--- src/sv/mpe_pkg.sv ---
// Shared types and constants for the Mandelbrot pixel escape-time unit.
// Depends on nothing; every other file imports it.
package mpe_pkg;

  localparam int unsigned FRAC_BITS     = 28;
  localparam int unsigned MAX_IMAGE_DIM = 4096;
  localparam int unsigned ITER_WIDTH    = 16;
  localparam int unsigned PIX_W         = 12;
  localparam int unsigned COORD_W       = 32;
  localparam int unsigned STEP_W        = 31;
  localparam int unsigned ROWS_W        = 13;
  localparam int unsigned ROWOFF_W      = 14;
  localparam int unsigned PROD_W        = 64;
  localparam int unsigned COLOUR_W      = 8;
  localparam int unsigned CFG_IDX_W     = 3;

  typedef struct packed {
    logic [PIX_W-1:0] pixel_x;
    logic [PIX_W-1:0] pixel_y;
  } pixel_in_t;

  typedef struct packed {
    logic [PIX_W-1:0]      out_x;
    logic [PIX_W-1:0]      out_y;
    logic [ITER_WIDTH-1:0] iterations;
    logic                  escaped;
    logic [COLOUR_W-1:0]   colour_index;
  } result_t;

  typedef enum logic [CFG_IDX_W-1:0] {
    CFG_X_MIN    = 3'd0,
    CFG_Y_MIN    = 3'd1,
    CFG_STEP_X   = 3'd2,
    CFG_STEP_Y   = 3'd3,
    CFG_ROWS     = 3'd4,
    CFG_MAX_ITER = 3'd5
  } cfg_idx_e;

  typedef enum logic {
    SQR_COORD = 1'b0,
    SQR_Z     = 1'b1
  } sqr_mode_e;

  typedef struct packed {
    logic signed [PROD_W-1:0] rr;
    logic signed [PROD_W-1:0] ii;
    logic signed [PROD_W-1:0] ri;
  } prod_t;

  typedef struct packed {
    logic                  start;
    logic [ITER_WIDTH-1:0] iter;
    logic [ITER_WIDTH-1:0] limit;
  } div_req_t;

  typedef struct packed {
    logic                busy;
    logic                done;
    logic [COLOUR_W-1:0] quot;
  } div_rsp_t;

endpackage

--- src/sv/mpe_div.sv ---
// Radix-2 restoring divider for the palette index: floor(iter*255/limit).
// One quotient bit per cycle. Depends on mpe_pkg.
module mpe_div (
  input  logic              clk_i,
  input  logic              rst_ni,
  input  mpe_pkg::div_req_t req_i,
  output mpe_pkg::div_rsp_t rsp_o
);
  import mpe_pkg::*;

  localparam int unsigned NUM_W = ITER_WIDTH + COLOUR_W;
  localparam int unsigned CNT_W = $clog2(COLOUR_W);

  logic [NUM_W-1:0]      num;
  logic [ITER_WIDTH-1:0] rem_q, div_q;
  logic [COLOUR_W-1:0]   lo_q, quot_q;
  logic [CNT_W-1:0]      cnt_q;
  logic                  busy_q, done_q;
  logic [ITER_WIDTH:0]   trial, diff;
  logic                  ge;

  // iter*255 as (iter << 8) - iter; the quotient then fits in 8 bits
  assign num   = {req_i.iter, {COLOUR_W{1'b0}}} - NUM_W'(req_i.iter);
  assign trial = {rem_q, lo_q[COLOUR_W-1]};
  assign ge    = trial >= {1'b0, div_q};
  assign diff  = trial - {1'b0, div_q};

  always_ff @(posedge clk_i or negedge rst_ni) begin
    if (!rst_ni) begin
      busy_q <= 1'b0;
      done_q <= 1'b0;
      cnt_q  <= '0;
    end else if (req_i.start) begin
      busy_q <= 1'b1;
      done_q <= 1'b0;
      cnt_q  <= CNT_W'(COLOUR_W - 1);
    end else if (busy_q) begin
      cnt_q <= cnt_q - CNT_W'(1);
      if (cnt_q == '0) begin
        busy_q <= 1'b0;
        done_q <= 1'b1;
      end
    end else begin
      done_q <= 1'b0;
    end
  end

  always_ff @(posedge clk_i) begin
    if (req_i.start) begin
      rem_q <= num[NUM_W-1:COLOUR_W];
      lo_q  <= num[COLOUR_W-1:0];
      div_q <= req_i.limit;
    end else if (busy_q) begin
      rem_q  <= ge ? diff[ITER_WIDTH-1:0] : trial[ITER_WIDTH-1:0];
      lo_q   <= {lo_q[COLOUR_W-2:0], 1'b0};
      quot_q <= {quot_q[COLOUR_W-2:0], ge};
    end
  end

  assign rsp_o.busy = busy_q;
  assign rsp_o.done = done_q;
  assign rsp_o.quot = quot_q;

endmodule

--- config.mk ---
export PLATFORM = sky130hd
export DESIGN_NAME = mpe_div
export DESIGN_NICKNAME = d
export VERILOG_FILES = /design/src/sv/mpe_pkg.sv /design/src/sv/mpe_div.sv
export SDC_FILE = /design/constraint.sdc
export NUM_CORES = 1
export LEC_CHECK = 0
export BUFFER_PORTS_ARGS = -buffer_cell sky130_fd_sc_hd__buf_2
export CAP_MARGIN = 20
export CELL_PAD_IN_SITES_DETAIL_PLACEMENT = 1
export CELL_PAD_IN_SITES_GLOBAL_PLACEMENT = 2
export CORE_ASPECT_RATIO = 0.8
export CORE_MARGIN = 2
export CORE_UTILIZATION = 41
export DETAILED_ROUTE_END_ITERATION = 12
export PLACE_DENSITY = 0.92
export SLEW_MARGIN = 30
export SYNTH_ARGS = -nofsm -noshare
export SYNTH_HDL_FRONTEND = slang
export SYNTH_SLANG_ARGS = --single-unit
--- constraint.sdc ---
create_clock -name clk_i -period 6 [get_ports clk_i]
set_clock_uncertainty 0.1 [all_clocks]
set_input_delay 0 -clock clk_i [delete_from_list [all_inputs] [get_ports clk_i]]
set_output_delay 0 -clock clk_i [all_outputs]
set_load 0.02 [all_outputs]
**Yosys cells after proc, flatten, opt, wreduce, memory -nomap -nowiden**

Cells that the tools add are included.
W data, S select, Z words.

- Add/sub/neg operators: 3
- $mul: 0
- Div/mod/pow operators: 0
- Magnitude comparators: 1
- Equal/unequal tests: 1
- Shift-type cells: 0
- Mux-type cells: 13
- Bitwise gates (word level): 1
- Reduce and logical (&&, ||, !) cells: 3

Operator list:

| cell | number |
|---|---|
| $mux W16 | 3 |
| $sub A24 B16 Y24 | 1 |
| $ge A17 B16 Y1 | 1 |
| $mux W8 | 2 |
| $sub A16 B16 Y16 | 1 |
| $mux W1 | 6 |
| $mux W3 | 2 |
| $logic_not A3 Y1 | 1 |
| $ne A3 B2 Y1 const B | 1 |
| $sub A3 B1 Y3 const B | 1 |
| $reduce_and A2 Y1 | 1 |
| $reduce_bool A2 Y1 | 1 |
| $not A1 Y1 | 1 |

- Register bits after elaboration: 53
- Bits in latches: 0
- RAM bits: 0
- Bits in read-only memories: 0
- Bits of input ports: 35
- Output and inout port bits: 10
- Logic and storage cells: 29
- Memories kept: 0

**Longest topological paths before layout**

Gate-level depths: netlist (run 1).

- Depth in word-level cells: 4
- Depth in mapped cells: 11
- Gate-level depth less buffers: 10

**Worst setup path before layout (run 1)**

OpenSTA, ideal clock, no wires.

- Path type: register -> register
- From: register lo_q[7]
- To: register rem_q[14], data pin
- Setup time: 261 ps
- Arrival time: 2,265 ps
- Required time: 5,639 ps
- Setup slack: 3,374 ps
- Stages on the path, launching flop included: 11
- Buffers on the path: 0
- Period minus slack after synthesis: 2,626 ps
- Cells stage by stage: edfxtp_1 -> inv_1 -> ha_1 -> inv_1 -> fa_1 -> a211oi_1 -> o21ai_1 -> a311o_1 -> a21oi_1 -> xnor2_1 -> a311o_1

- Word-level cells in the longest chain between the ends: 4
- Elaborated cells on any way between the ends: 5
- Those cells by class: add/sub: 1; order compare: 1; mux: 3

Ends and longest elaborated chain:

| what | line | text |
|---|---|---|
| start, declared | mpe_div.sv:16 | `logic [COLOUR_W-1:0] lo_q, quot_q;` |
| start signal, assigned | mpe_div.sv:51 | `lo_q <= num[COLOUR_W-1:0];` |
| start signal, assigned | mpe_div.sv:55 | `lo_q <= {lo_q[COLOUR_W-2:0], 1'b0};` |
| $sub A16 B16 Y16 / $ge A17 B16 Y1 (equally long branches) | mpe_div.sv:26, mpe_div.sv:25 |  |
| $mux W16 (*) | mpe_div.sv:54 | `rem_q <= ge ? diff[ITER_WIDTH-1:0] : trial[ITER_WIDTH-1:0];` |
| $mux W16 (*) | mpe_div.sv:53 | `end else if (busy_q) begin` |
| $mux W16 (*) | mpe_div.sv:49 | `if (req_i.start) begin` |
| end signal, assigned | mpe_div.sv:50 | `rem_q <= num[NUM_W-1:COLOUR_W];` |
| end signal, assigned | mpe_div.sv:54 |  |
| end, declared | mpe_div.sv:15 | `logic [ITER_WIDTH-1:0] rem_q, div_q;` |

Every way passes the cells marked *; elsewhere a longest branch is shown, timed or not. The select of a mux whose other input is x is not followed.
A chain may end at the register's enable or synchronous reset.

**Worst setup path in the final report (run 1)**

- From: register rem_q[11]
- To: register rem_q[10], data pin

- Word-level cells in the longest chain between the ends: 4

Ends and longest elaborated chain:

| what | line | text |
|---|---|---|
| $ge A17 B16 Y1 | mpe_div.sv:25 | `assign ge = trial >= {1'b0, div_q};` |
| $mux W16 | mpe_div.sv:54 |  |
| $mux W16 | mpe_div.sv:53 |  |
| $mux W16 | mpe_div.sv:49 |  |

No other way between the ends. The select of a mux whose other input is x is not followed.

==> results.cfg, run 1 <==
[finish]
fillCellCount = 1019
fin_nets = 487
layout-drive-gt1-share_pct = 16.47
final_area_um2 = 4433
n_antenna_cell = 0
area_growth_pct = 17.94

[logic_synthesis]
synth_area_um2 = 3759
synth-main-ff-cell = edfxtp_1
synth.top_cell.area_share_pct = 38.35
syn_inst = 366
synth_top_cells_by_area = edfxtp_1, ha_1, mux2i_1
yosysSeqAreaShare_pct = 41.68
yosysWarnings = 0
yosysTopAreaCell = edfxtp_1
synth_area_per_cell_um2 = 10.27
synth-edff-count = 48
synth_cell_types = 56
syn-num-nets = 429
ys_seq_elements = 53
synthArstFlopShare_pct = 9.434

[critical_path]
r2r-end = rem_q[10]
worst-path-max-fanout = 14
r2r_cells = 8
start_kind = register
reg2reg_setup_slack_ns = 2.98
timing.rr.start = rem_q[11]
endpoint_kind = register
critical_path_class = reg -> reg
required_ns = 5.91
crit_arrival_ns = 2.93

[timing]
layout_min_cycle_time_ns = 3.017
rsz0062_at_grt = no
period_share_pct = 50.29
setup_viol = 0
clock.fmax_ghz = 0.3314
tightest_slew_ns = 0.9144
hold_viol = 0
final.setup.tns_ns = 0
drv_slew = 0
relSlewSlack_pct = 38.98

[run]
cap_violations = 0

[status]
outcome = finished, final reports clean

[pwr]
leakagePower_nw = 1.924
ir_drop_uv = 174.7
power_density_nw_per_um2 = 414.7

[global_routing]
grt_pass1_vias = 3069
antenna_found_initial = 0
grt_max_degree = 40
grt_pass1_wl_um = 15790
grt_overflow_total = 0
grt_usage_pct = 19.99

[hold_path]
holdPathEnd = lo_q[0]
hold_class = in -> reg
min-delay-start = req_i[16]
holdPathStages = 3

[floorplan]
num_rows = 31
start_util_pct = 41.77
io_pins = 45
die_w_um = 111.0
coreArea_um2 = 8999
die_area_um2 = 9954
die_h_um = 89.64

[drt]
wl_met1_um = 4892
vias = 3002
drc_errors = 0
drt_wl_total_um = 9874
drtPass1Iterations = 4
routed-wl-met2_um = 4485
wl_met3_um = 439
avgRoutedWirePerCell_um = 18.29
viasPerCell = 5.559
drt-initial-drc-count = 151
top_layer = met4
postRouteAntennaNets = 0

[clock_network]
clk_latency_ns = 0.29
cts_buffer_depth = 2
cts_hold_buf = 18
clk_root_buffer_cell = clkbuf_16
numCtsBuffers = 5
cts_tree = built
cts.sinks = 53
clk_pin_slew_worst_paths_ns = 0.07
cts_resized = 0
postCtsSetupRepairBufs = 0
htreeDepth = 2

[place]
dpl.hpwl_um = 7259
place.port_buffers = 44
postPlaceCellArea_um2 = 4073
place_congestion = 0.8558
## placed cells by master, fill, tap and decap left out, drive strengths merged, types with 5 or more instances in the layout
| cell type | n |
|---|---|
| edfxtp | 48 |
| buf | 45 |
| inv | 39 |
| ha | 27 |
| a21oi | 26 |
| xnor2 | 23 |
| nand2 | 23 |
| mux2i | 21 |
| dlygate4sd3 | 18 |
| o21ai | 13 |
| nor2 | 12 |
| nand3 | 9 |
| nor3 | 8 |
| a21o | 7 |
| xor2 | 7 |
| a211oi | 7 |
| mux2 | 6 |
| clkbuf | 6 |
| nand4 | 5 |
| and3 | 5 |
| a31oi | 5 |
| dfrtp | 5 |
## kinds of logic (layout without fill, tap and decap cells)
kind of cell | after synthesis | count (layout) | share of synthesized area (%)
compound gates | 93 | 93 | 16.81
xor+xnor | 30 | 30 | 6.991
fa+ha+maj | 28 | 28 | 9.521
buf+inv | 50 | 109 | 5.392
flops | 53 | 53 | 41.68
mux | 27 | 27 | 7.390
simple gates | 85 | 85 | 12.22
## sequential cells by signal, indices dropped and copies added (netlist names)
signal and flops:
busy_q 1, cnt_q 3, div_q 16, done_q 1
lo_q 8, quot_q 8, rem_q 16
## power breakdown
group / total [mW] / switching [mW] / leakage [nW] / internal (mW)
registers: 0.561 / 0.0466 / 0.544 / 0.515
clock network: 0.349 / 0.137 / 0.0890 / 0.212
logic: 0.929 / 0.545 / 1.29 / 0.384
## per-stage QoR
| step | std cells | util [%] | hold WS [ns] | power (mW) | setup WS (ns) |
|---|---|---|---|---|---|
| after floorplan | 366 | - | -0.3956 | 1.240 | 3.374 |
| after global placement | 514 | 45.23 | -0.2815 | 1.432 | 3.039 |
| after detailed placement | 514 | 45.26 | -0.2738 | 1.463 | 2.998 |
| after CTS | 540 | 49.26 | 0.02828 | 1.831 | 2.978 |
| after global routing | 540 | 49.26 | 0.04723 | 1.961 | 2.749 |
| final | 540 | 49.26 | 0.01899 | 1.839 | 2.983 |
## routing by layer
layer  GRT usage (%)  up-vias
met5               0        -
met3           2.215        4
met2           33.97       57
met1           28.26     1473
met4           4.265        0
li1                -     1468
## critical path, stage by stage, from the launching register on
cell and delay [ns]:
edfxtp_1 0.41, ha_1 0.46, nand4_1 0.21, nor4_1 0.30
nor3_1 0.11, a31o_2 0.32, inv_2 0.34, mux2i_1 0.36
mux2i_1 0.12
## cell usage after synthesis, drive strengths merged, types with 4 or more instances
master,n
o21ai,13
inv,38
dfrtp,5
mux2,6
nand4,5
nand3,9
o21a,4
xor2,7
nor3b,4
buf,4
mux2i,21
nor2,12
ha,27
o211ai,4
a2111oi,4
and3,5
nand2,23
a211oi,7
or3,4
nor3,8
a21o,7
a21oi,26
edfxtp,48
xnor2,23
nor4,4
a31oi,5
clkbuf,8
## worst max path at each step
stage | start | endpoint | slack (ns) | cells after the start
floorplan | lo_q[7] | rem_q[14] | 3.37 | 10
global placement | rem_q[11] | rem_q[10] | 3.04 | 8
detailed placement | rem_q[11] | rem_q[10] | 3.00 | 8
CTS | rem_q[12] | rem_q[10] | 2.98 | 8
global route | rem_q[12] | rem_q[10] | 2.75 | 8
finish | rem_q[11] | rem_q[10] | 2.98 | 8
## cell type report
| cell class | instances | area, um2 | share of cell area [%] |
|---|---|---|---|
| Tap cell | 115 | 143.9 | 3.246 |
| Multi-Input combinational cell | 263 | 1992 | 44.93 |
| Inverter | 38 | 142.6 | 3.218 |
| Clock buffer | 6 | 138.9 | 3.133 |
| Clock inverter | 2 | 41.29 | 0.9314 |
| Sequential cell | 53 | 1567 | 35.34 |
| Timing Repair Buffer | 63 | 407.9 | 9.201 |
Note: power is estimated with default switching activity, not from simulation.
==> inputs of run 2 (changes only) <==
CORE_UTILIZATION = 38   (was 41)
PLACE_DENSITY = 0.86   (was 0.92)
clock period = 2.8 ns   (was 6 ns; I/O delays follow)
==> results.cfg, run 2 (same netlist as run 1, synthesis figures left out) <==
[status]
outcome = finished, final reports clean

[drt]
postRouteAntennaNets = 0
avgRoutedWirePerCell_um = 17.60
drtPass1Iterations = 4
viasPerCell = 5.338
vias = 3139
drt_wl_total_um = 10350
drc_errors = 0
drt-initial-drc-count = 167

[clock_network]
clk_pin_slew_worst_paths_ns = 0.08
numCtsBuffers = 5
cts_tree = built
cts.sinks = 53
cts_buffer_depth = 2
clk_latency_ns = 0.30
htreeDepth = 2
clk_root_buffer_cell = clkbuf_16

[critical_path]
cp_cell_sequence = ha_1, nand4_1, a211oi_1, o21ai_1, a31o_2, buf_4, and3_1, a311o_1
r2r_cells = 8
crit_arrival_ns = 2.71
worst-path-max-fanout = 7
critical_path_class = reg -> reg
cp_slowest_cell = edfxtp_1
endpoint = rem_q[14]
cp-startpoint = rem_q[13]
crit_cells = 8
reg2reg_setup_slack_ns = 0.04
endpoint_kind = register
required_ns = 2.75
r2r-end = rem_q[14]
timing.rr.start = rem_q[13]
cp_top_family = compound AO/OA/AOI/OAI gates
crit_buf_inv = 1
slowest_delay_ns = 0.40
start_kind = register

[pwr]
power_mw = 4.295
ir_drop_uv = 318.9
power_density_nw_per_um2 = 906.8
internal_power_mw = 2.589
power_frac_seq_pct = 28.1
leakagePower_nw = 2.037
power.switching_mw = 1.706
clkPwrFrac_pct = 15.3
comb_power_share_pct = 56.6
p_sw_share_pct = 39.72

[global_routing]
grt_pass1_vias = 3254
grt_usage_pct = 20.11
grt_max_degree = 30
grt_pass1_wl_um = 16790
antenna_found_initial = 0
grt_overflow_total = 0

[finish]
fillCellCount = 1084
utilization_pct = 49.09
reg.largest.list = div_q x16, rem_q x16
final_common_cell = edfxtp_1
area_growth_pct = 26.03
final_cell_mix = edfxtp_1, buf_2, inv_1, buf_4, a21oi_1
n_antenna_cell = 0
layout-drive-gt1-share_pct = 24.12
fin_nets = 514

[place]
place.port_buffers = 44
dp_slack_ns = -0.006064
dpl.hpwl_um = 7837
place_congestion = 0.8227

[timing]
setup_viol = 0
period_share_pct = 98.68
relSlewSlack_pct = 50.96
fin_ws_ns = 0.03690
drv_slew = 0
layout_min_cycle_time_ns = 2.763
tightest_slew_ns = 0.7329
hold_viol = 0
clock.fmax_ghz = 0.3619

[floorplan]
num_rows = 32
die_h_um = 92.96
die_w_um = 115.2
die_area_um2 = 10710
coreArea_um2 = 9649
io_pins = 45
start_util_pct = 38.95

[hold_path]
hold_class = in -> reg

[run]
cap_violations = 0
-- run 2: changes by cell type in the layout (fill, tap and decap cells not counted), sizes merged --
| cell | delta |
|---|---|
| bufinv | -1 |
| clkinv | +2 |
| clkbuf | -1 |
| buf | +26 |
| dlygate4sd3 | +1 |
-- run 2: metal layers --
metal / wire length, um / global-route usage (%)
met1: 5215 / 30.12
met2: 4704 / 31.27
met3: 314 / 2.356
met4: 113 / 3.916
met5: 0 / 0
-- run 2: stage by stage --
| step | hold WS (ns) | instance area (um2) | cells | setup TNS (ns) |
|---|---|---|---|---|
| floorplan | -0.3956 | 3759 | 366 | 0 |
| global placement | -0.2801 | 4289 | 559 | 0 |
| detailed placement | -0.2806 | 4289 | 559 | -0.006064 |
| CTS | 0.01751 | 4633 | 586 | 0 |
| global route | 0.04204 | 4737 | 588 | -0.1070 |
| finish | 0.02098 | 4737 | 588 | 0 |
-- run 2: final cells by class --
| cell class | count | area, um2 | area share, % |
|---|---|---|---|
| Clock buffer | 5 | 125.1 | 2.641 |
| Clock inverter | 3 | 26.28 | 0.5547 |
| Multi-Input combinational cell | 263 | 2078 | 43.87 |
| Inverter | 38 | 145.1 | 3.064 |
| Sequential cell | 53 | 1567 | 33.07 |
| Timing Repair Buffer | 90 | 625.6 | 13.21 |
| Tap cell | 136 | 170.2 | 3.592 |
-- run 2: tightest hold or removal path: stages --
cell     delay, ns
buf_2         0.10
xnor2_1       0.07
a22oi_1       0.12
-- run 2: timing repair --
item | CTS | global route
setup buffers | 0 | 2
gates resized for setup | 1 | 17
endpoints found under the hold margin | 25 | 0
setup endpoints to repair | 1 | 11
hold buffers | 19 | 0
pin swaps | 1 | 4
-- run 2: worst min path at each step --
stage	from	endpoint	slack, ns	cells past startpoint
floorplan	rst_ni	busy_q	-0.40	0
global placement	rst_ni	cnt_q[2]	-0.28	1
detailed placement	rst_ni	done_q	-0.28	1
CTS	req_i[29]	rem_q[13]	0.02	3
global route	req_i[29]	rem_q[13]	0.04	3
finish	req_i[29]	rem_q[13]	0.02	3
-- run 2: power groups by stage --
stage	Sequential [mW]	Combinational (mW)	Clock, mW
2_1_floorplan	1.20	1.45	0
3_3_place_gp	1.20	2.16	0
3_5_place_dp	1.21	2.24	0
4_1_cts	1.19	2.28	0.668
5_1_grt	1.23	2.67	0.688
6_report	1.21	2.43	0.656
==> inputs of run 3 (changes only) <==
clock period = 3 ns   (was 2.8 ns; I/O delays follow)
==> results.cfg, run 3 (same netlist as run 1, synthesis figures left out) <==
[critical_path]
critical_path_class = reg -> reg
cp_slowest_cell = fa_1
crit_arrival_ns = 2.79
worst-path-max-fanout = 4
slowest_delay_ns = 0.43
start_kind = register
reg2reg_setup_slack_ns = 0.17
endpoint_kind = register
cp_cell_sequence = inv_1, ha_1, inv_1, fa_1, a211oi_2, o21ai_1, a311o_1, a21oi_1, xnor2_1, a311o_1
required_ns = 2.96

[finish]
fin_nets = 497
final_area_um2 = 4513
layout-drive-gt1-share_pct = 18.16
final_common_cell = edfxtp_1
finalNonFillerCells = 571
final_cell_mix = edfxtp_1, buf_2, inv_1, ha_1, a21oi_1
n_antenna_cell = 0
area_growth_pct = 20.07
reg.largest.list = div_q x16, rem_q x16

[clock_network]
cts.sinks = 53
clk_pin_slew_worst_paths_ns = 0.07
postCtsSetupRepairBufs = 0
clk_latency_ns = 0.31
htreeDepth = 2
numCtsBuffers = 5
cts_tree = built
clk_root_buffer_cell = clkbuf_16
cts_buffer_depth = 2

[floorplan]
coreArea_um2 = 9649
die_area_um2 = 10710
start_util_pct = 38.95
num_rows = 32
die_h_um = 92.96
io_pins = 45
die_w_um = 115.2

[timing]
setup_viol = 0
layout_min_cycle_time_ns = 2.829
drv_slew = 0
clock.fmax_ghz = 0.3534
period_share_pct = 94.31
rsz0062_at_grt = yes
hold_viol = 0
tightest_slew_ns = 0.7352
relSlewSlack_pct = 50.81

[pwr]
power.switching_mw = 1.479
comb_power_share_pct = 52.1
p_sw_share_pct = 40.64
leakagePower_nw = 1.958
internal_power_mw = 2.160
ir_drop_uv = 280.8
power_density_nw_per_um2 = 806.4
power_frac_seq_pct = 30.9
clkPwrFrac_pct = 17.0

[drt]
postRouteAntennaNets = 0
vias = 3080
drtPass1Iterations = 4
drt_wl_total_um = 10040
avgRoutedWirePerCell_um = 17.58
routed-wl-met2_um = 4327
wl_met1_um = 5209
viasPerCell = 5.394
wl_met3_um = 349
top_layer = met4
drt-initial-drc-count = 230
drc_errors = 0

[global_routing]
grt_max_degree = 30
grt_overflow_total = 0
antenna_found_initial = 0
grt_usage_pct = 19.82
grt_pass1_vias = 3189
grt_pass1_wl_um = 16440

[hold_path]
hold_class = in -> reg

[status]
outcome = finished, final reports clean

[place]
placedCellCount = 544
place_congestion = 0.8576
place.port_buffers = 44
postPlaceCellArea_um2 = 4164
dpl.hpwl_um = 7711

[run]
cap_violations = 0
-- run 3: cell count changes in the layout (fill, tap and decap cells not counted), sizes merged --
cell,previous run,this run
clkinv,2,0
buf,71,54
inv,39,41
-- run 3: path summary, 6_finish.rpt --
check,to,startpoint,cells past startpoint
max,rem_q[14],lo_q[7],10
min,lo_q[0],req_i[16],3
max reg2reg,rem_q[14],lo_q[7],10
min reg2reg,quot_q[3],quot_q[2],0
max in group asynchronous,cnt_q[1],rst_ni,3
min in group asynchronous,done_q,rst_ni,3
-- run 3: power groups by stage --
stage	combinational (mW)	sequential (mW)	clock, mW
global placement	1.77	1.14	0
CTS	1.87	1.13	0.635
global route	2.09	1.14	0.660
finish	1.90	1.12	0.619
detailed placement	1.83	1.14	0
floorplan	1.36	1.12	0
-- run 3: layout make-up --
cell class / count / area [um2]
Tap cell: 136 / 170.2
Inverter: 38 / 145.1
Timing Repair Buffer: 73 / 485.5
Fill cell: 1073 / 5136
Sequential cell: 53 / 1567
Clock buffer: 5 / 125.1
Clock inverter: 3 / 26.28
Multi-Input combinational cell: 263 / 1994
-- run 3: worst max-delay path: cells and delay by family (launching register included) --
family	cells	cell delay [ns]
fa+ha+maj	2	0.58
buf+inv	2	0.12
flops	1	0.38
compound gates	5	1.31
xor+xnor	1	0.08
-- run 3: timing repair --
| item | in CTS | in global routing |
|---|---|---|
| setup endpoints to repair | 0 | 3 |
| hold endpoints to repair | 28 | 0 |
| resized for setup | 0 | 3 |
| hold buffers | 19 | 0 |
-- run 3: per-layer routing --
layer  vias up  track usage, %
li1       1494               -
met1      1518           29.34
met2        57           30.05
met3        11           3.010
met4         0           5.221
met5         -               0
-- run 3: per-stage QoR --
| stage | TNS [ns] | hold slack (ns) | total power [mW] | setup slack, ns | util (%) |
|---|---|---|---|---|---|
| floorplan | 0 | -0.3956 | 2.480 | 0.3741 | - |
| global placement | 0 | -0.2780 | 2.906 | 0.2168 | 43.15 |
| detailed placement | 0 | -0.2773 | 2.965 | 0.1086 | 43.15 |
| CTS | 0 | 0.01947 | 3.630 | 0.09120 | 46.69 |
| global route | -0.01192 | 0.05366 | 3.897 | -0.01192 | 46.77 |
| finish | 0 | 0.02651 | 3.639 | 0.1706 | 46.77 |
